### src/rtl/core/scfl_pkg.sv
// Shared types and constants for the size-class free-list allocator.
package scfl_pkg;

    localparam int ADDR_W = 15;
    localparam int LINK_W = 16;

    // Result status codes.
    localparam logic [1:0] ST_OK    = 2'd0;
    localparam logic [1:0] ST_LARGE = 2'd1;
    localparam logic [1:0] ST_POOL  = 2'd2;
    localparam logic [1:0] ST_ZERO  = 2'd3;

    // Request kinds.
    localparam logic KIND_ALLOC = 1'b0;
    localparam logic KIND_FREE  = 1'b1;

    typedef struct packed {
        logic        kind;
        logic [15:0] size_bytes;
        logic [14:0] block_address;
    } t_in_item;

    typedef struct packed {
        logic [14:0] result_address;
        logic [1:0]  status;
        logic        collect_request;
        logic [6:0]  pages_in_use;
    } t_out_item;

    // Controller to datapath commands.
    typedef struct packed {
        logic load;       // capture the input item and decode it
        logic do_free;    // push the block on its class list
        logic take_page;  // start a page: countdown and carve setup
        logic carve;      // write one link of the carved chain
        logic pop_rd;     // read the link of the list head
        logic pop_wr;     // move the head to the next block
        logic emit;       // load the output register
        logic [1:0] status;
    } t_cmd;

    // Datapath to controller status.
    typedef struct packed {
        logic zero_size;
        logic too_big;
        logic is_free;
        logic head_valid;
        logic pool_empty;
        logic carve_last;
    } t_sts;

endpackage

### src/rtl/core/scfl_ctrl.sv
// Controller state machine of the size-class free-list allocator.
module scfl_ctrl (
    input  logic          i_clk,
    input  logic          i_rst_n,
    input  logic          i_in_valid,
    output logic          o_in_stall,
    input  logic          i_out_full,
    input  scfl_pkg::t_sts i_sts,
    output scfl_pkg::t_cmd o_cmd
);
    import scfl_pkg::*;

    localparam logic [2:0] S_IDLE  = 3'd0;
    localparam logic [2:0] S_DEC   = 3'd1;
    localparam logic [2:0] S_CARVE = 3'd2;
    localparam logic [2:0] S_POPRD = 3'd3;
    localparam logic [2:0] S_POPWR = 3'd4;
    localparam logic [2:0] S_EMIT  = 3'd5;

    logic [2:0] r_state, n_state;

    // Next state and commands.
    always_comb begin
        n_state = r_state;
        o_cmd = '0;
        o_in_stall = 1'b1;
        unique case (r_state)
            S_IDLE: begin
                o_in_stall = 1'b0;
                if (i_in_valid) begin
                    o_cmd.load = 1'b1;
                    n_state = S_DEC;
                end
            end
            S_DEC: begin
                if (i_sts.zero_size) begin
                    o_cmd.status = ST_ZERO;
                    n_state = S_EMIT;
                end else if (i_sts.too_big) begin
                    o_cmd.status = ST_LARGE;
                    n_state = S_EMIT;
                end else if (i_sts.is_free) begin
                    o_cmd.do_free = 1'b1;
                    o_cmd.status = ST_OK;
                    n_state = S_EMIT;
                end else if (i_sts.head_valid) begin
                    n_state = S_POPRD;
                end else if (i_sts.pool_empty) begin
                    o_cmd.status = ST_POOL;
                    n_state = S_EMIT;
                end else begin
                    o_cmd.take_page = 1'b1;
                    n_state = S_CARVE;
                end
            end
            S_CARVE: begin
                o_cmd.carve = 1'b1;
                if (i_sts.carve_last) begin
                    n_state = S_POPRD;
                end
            end
            S_POPRD: begin
                o_cmd.pop_rd = 1'b1;
                n_state = S_POPWR;
            end
            S_POPWR: begin
                o_cmd.pop_wr = 1'b1;
                o_cmd.status = ST_OK;
                n_state = S_EMIT;
            end
            S_EMIT: begin
                if (!i_out_full) begin
                    o_cmd.emit = 1'b1;
                    n_state = S_IDLE;
                end
            end
            default: n_state = S_IDLE;
        endcase
    end

    always_ff @(posedge i_clk) begin
        if (!i_rst_n) begin
            r_state <= S_IDLE;
        end else begin
            r_state <= n_state;
        end
    end

`ifndef NO_ASSERTIONS
    // Input is only taken when idle.
    a_stall_busy: assert property (@(posedge i_clk) disable iff (!i_rst_n)
        (r_state != S_IDLE) |-> o_in_stall) else $error("accept while busy");
    // A carve step follows a page take.
    a_take_carve: assert property (@(posedge i_clk) disable iff (!i_rst_n)
        o_cmd.take_page |=> (r_state == S_CARVE)) else $error("no carve");
    // Pop read is followed by pop write.
    a_pop: assert property (@(posedge i_clk) disable iff (!i_rst_n)
        o_cmd.pop_rd |=> o_cmd.pop_wr) else $error("pop split");
`endif
endmodule

### config.mk
export PLATFORM = sky130hd
export DESIGN_NAME = scfl_ctrl
export DESIGN_NICKNAME = d
export VERILOG_FILES = /design/src/rtl/core/scfl_pkg.sv /design/src/rtl/core/scfl_ctrl.sv
export SDC_FILE = /design/constraint.sdc
export NUM_CORES = 1
export LEC_CHECK = 0
export CAP_MARGIN = 20
export CORE_AREA = 2 2 39 41
export DETAILED_ROUTE_END_ITERATION = 8
export DIE_AREA = 0 0 41 43
export DONT_BUFFER_PORTS = 1
export GPL_ROUTABILITY_DRIVEN = 1
export MAX_ROUTING_LAYER = met4
export PLACE_DENSITY = 0.44
export SLEW_MARGIN = 40
export SYNTH_ARGS = -nofsm -noshare
export SYNTH_HDL_FRONTEND = slang
export SYNTH_SLANG_ARGS = --single-unit
### constraint.sdc
create_clock -name i_clk -period 1.2 [get_ports i_clk]
set_input_delay 0.12 -clock i_clk [delete_from_list [all_inputs] [get_ports i_clk]]
set_output_delay 0.12 -clock i_clk [all_outputs]
set_load 0.01 [all_outputs]
; ---- Word-level counts from Yosys, hierarchy flattened
; Cells that the tools add are included.
[totals]
register_bits = 3
word_cells = 41
inputBits = 10
[classes]
eq_ne = 8
mux = 30
n_reduce_logical = 2
[op_table]
columns = operator, n
row1 = $mux 3, 8
row2 = $mux 2, 9
row3 = $pmux 3 s6, 1
row4 = $mux 1, 12
row5 = $eq 3x2->1 const B, 2
row6 = $eq 3x3->1 const B, 2
row7 = $ne 2x2->1 const B, 3
row8 = $eq 3x1->1 const B, 1
row9 = $logic_not 3->1, 1
row10 = $reduce_and 3->1, 1

; ---- Longest topological paths before layout
[logic_depth]
ltp_word = 6
ltp_mapped = 4
mapped_depth_nobuf = 3

; ---- Worst setup path before layout
; OpenSTA, ideal clock, no wires.
[synth_timing]
kind = register to register
start = reg r_state[0]
end = reg r_state[1]
stages_incl_launch_ff = 5
arrival_ns = 1.170
setup_time_ns = 0.059
synth_period_minus_slack_ns = 1.229
n_path_buf = 1
setup_slack_ns = -0.029
t_required_ns = 1.141
path_cell_list = dfxtp_1 > buf_6 > or3b_4 > nor4_2 > o21a_1
[synth_between]
elab_chain_len = 3
[synth_lines]
columns = element, line
row1 = start: declaration, scfl_ctrl.sv:20  ; logic [2:0] r_state, n_state;
row2 = start signal: assignment, scfl_ctrl.sv:85  ; r_state <= n_state;
row3 = $eq 3x2->1 (tied with other cells), scfl_ctrl.sv:27  ; unique case (r_state)
row4 = $ne 2x2->1 (no line), --
row5 = $reduce_and 3->1 (no line), --
; Parallel ways exist; a longest one is shown, timed or not.
; A chain may end at the register's enable or synchronous reset.

==> results.sh <==
export IMPL_status="finished, violations left"
export IMPL_violations="setup timing"
export IMPL_grt_first_pass_wirelength_mm=1.28
export IMPL_start_kind="flop"
export IMPL_power_leakage_nw=0.168
export IMPL_yosys_mux_area_fraction=0
export IMPL_ir_drop_uv=693
export IMPL_synthAdderAreaFrac=0
export IMPL_period_needed_ns=1.35
export IMPL_synthTopCellsByCount="nor2_1, dfxtp_1"
export IMPL_hpwlAfterDp_um=518
export IMPL_cts_htree_levels=1
export IMPL_coreArea_um2=1380
export IMPL_cts_tree="yes"
export IMPL_yosysTopAreaCellShare=0.221
export IMPL_synth_xor_area_share=0
export IMPL_cts_root_buffer="clkbuf_4"
export IMPL_finalPower_w=0.000516
export IMPL_via_per_inst=4.74
export IMPL_syn_area_per_cell_um2=7.34
export IMPL_hold_violations=0
export IMPL_postRouteAntennaNets=0
export IMPL_drv_cap=0
export IMPL_yosys_warnings=0
export IMPL_worst_slack_ns=-0.146
export IMPL_start_util=0.196
export IMPL_yosysMostFrequentCell="nor2_1"
export IMPL_fin_hold_ws_ns=0.00497
export IMPL_maxSlewHeadroom=0.728
export IMPL_numClockSinks=3
export IMPL_syn2layout_area_growth_pct=67.3
export IMPL_io_pins=20
export IMPL_synthArstFlopShare=0
export IMPL_timing_setup_tns_ns=-0.954
export IMPL_max_freq_ghz=0.743
export IMPL_worst_setup_path_type="flop to output pin"
export IMPL_pre_cts_ws_ns=-0.0837
export IMPL_drive_above_1_share=0.540
export IMPL_regMostFlops="r_state"
export IMPL_die_w_um=41
export IMPL_globalplace_congestion=0.703
export IMPL_top_regs="r_state (3)"
export IMPL_yosysSeqAreaShare=0.221
export IMPL_grt_pass1_vias=308
export IMPL_rsz0062_at_grt="yes"
export IMPL_report_final_setup_viol=9
export IMPL_diodes=0
export IMPL_synth_cell_types=22
export IMPL_tightest_slew_ns=0.398
export IMPL_io_buffers=0
export IMPL_worstSetupEndpointType="output pin"
export IMPL_rows=14
export IMPL_grt_antenna_before_repair=0
export IMPL_synth_seq_cells=3
export IMPL_worstHoldPathType="primary input to flop"
export IMPL_drt_initial_drc_count=4
export IMPL_grt_total_usage=0.111
export IMPL_numCtsBuffers=3
export IMPL_grt_start_max_net_pins=8
export IMPL_cts_path_max_buffers=2
export IMPL_synth_ff_type="dfxtp_1"
export IMPL_arrival_ns=1.23
export IMPL_drt_pass1_iterations=2
export IMPL_fin_cells=66
export IMPL_drv_slew=0
export IMPL_synth_enable_flop_cells=0
export IMPL_yosys_area_share_simple=0.539
export IMPL_cp_required_ns=1.08
export IMPL_power_density_nw_per_um2=1140
export IMPL_die_area_um2=1760
export IMPL_drc_errors=0
export IMPL_synth_top_family_by_area="simple AND/OR/NAND/NOR gates"
export IMPL_cp_max_fo=7
export IMPL_largest_reg_flops=3
export IMPL_finalNetCount=61
export IMPL_clk_latency_ns=0.24
export IMPL_postSynthNetCount=47
export IMPL_yosys_top_cells_area="dfxtp_1, nor2_1, nor3b_1, nor4_2, buf_6"
export IMPL_num_vias=313
export IMPL_dp_cells=58
export IMPL_die_h_um=43
export IMPL_synth_compound_area_share=0.171
export IMPL_min_period_over_period=1.12
export IMPL_syn_area_um2=272
export IMPL_synth_top_cell_by_area="dfxtp_1"
export IMPL_path_clk_slew_ns=0.04
export IMPL_wl_per_cell_um=12.0
export IMPL_synth_cells=37
export IMPL_fin_skew_ns=0.00811
export IMPL_grt_overflow_total=0
export IMPL_totalWireLength_um=790
## power by group
part	switching, W	leakage [nW]	total, W	internal, W
registers	0.0000149	0.0264	0.000128	0.000113
clock network	0.0000595	0.0150	0.000185	0.000125
logic	0.000101	0.127	0.000204	0.000103
total	0.000176	0.168	0.000516	0.000341
## worst paths after layout
check | slack (ns) | from | to | depth (start not counted)
setup / recovery | -0.15 | r_state[2] | o_cmd[0] | 2
hold / removal | 0.005 | i_rst_n | r_state[2] | 1
setup reg to reg | -0.08 | r_state[2] | r_state[1] | 3
hold reg to reg | 0.58 | r_state[2] | r_state[2] | 2
## worst max-delay path, cell delays in order, from the launching register on
cell,delay (ns)
dfxtp_2,0.34
or3b_4,0.49
nor2_4,0.17
## layer usage
metal  GRT usage  vias up  wire, µm
met5           -        -         0
met2       0.159       13       397
li1            -      156         -
met3      0.0576        3        67
met1       0.128      141       316
met4      0.0400        0         8
## layout make-up
class | instances | area (µm²)
Timing Repair Buffer | 10 | 81.3
Inverter | 2 | 7.51
Clock buffer | 4 | 26.3
Fill cell | 158 | 930
Tap cell | 16 | 20.0
Sequential cell | 3 | 68.8
Multi-Input combinational cell | 31 | 250
## repair_timing
| item | in CTS | in global routing |
|---|---|---|
| gates resized for setup | 18 | 2 |
| hold endpoints to repair | 1 | 0 |
| hold buffers | 1 | 0 |
| endpoints found under the setup margin | 10 | 10 |
| buffers inserted | 1 | 2 |
| pin swaps | 4 | 4 |
## logic make-up after synthesis
kind of cell,after synthesis
buffers and inverters,3
AND/OR/NAND/NOR,25
AO/OA/AOI/OAI,6
flip-flops,3
## cell usage in the layout (no fill, tap or decap), types with 2 or more instances in the layout
| cell type | count |
|---|---|
| nand2_1 | 2 |
| dfxtp_4 | 2 |
| nor3_1 | 2 |
| nor2_4 | 5 |
| buf_4 | 8 |
| clkbuf_4 | 3 |
| inv_1 | 2 |
| a21oi_1 | 2 |
| nor2_1 | 3 |
## through the flow
step                      area [µm²]   util
after detailed placement         325  0.235
after global routing             454  0.328
final                            454  0.328
after floorplan                  272      -
after CTS                        428  0.309
after global placement           325  0.235
No activity file was read; power rests on OpenSTA's default activity.
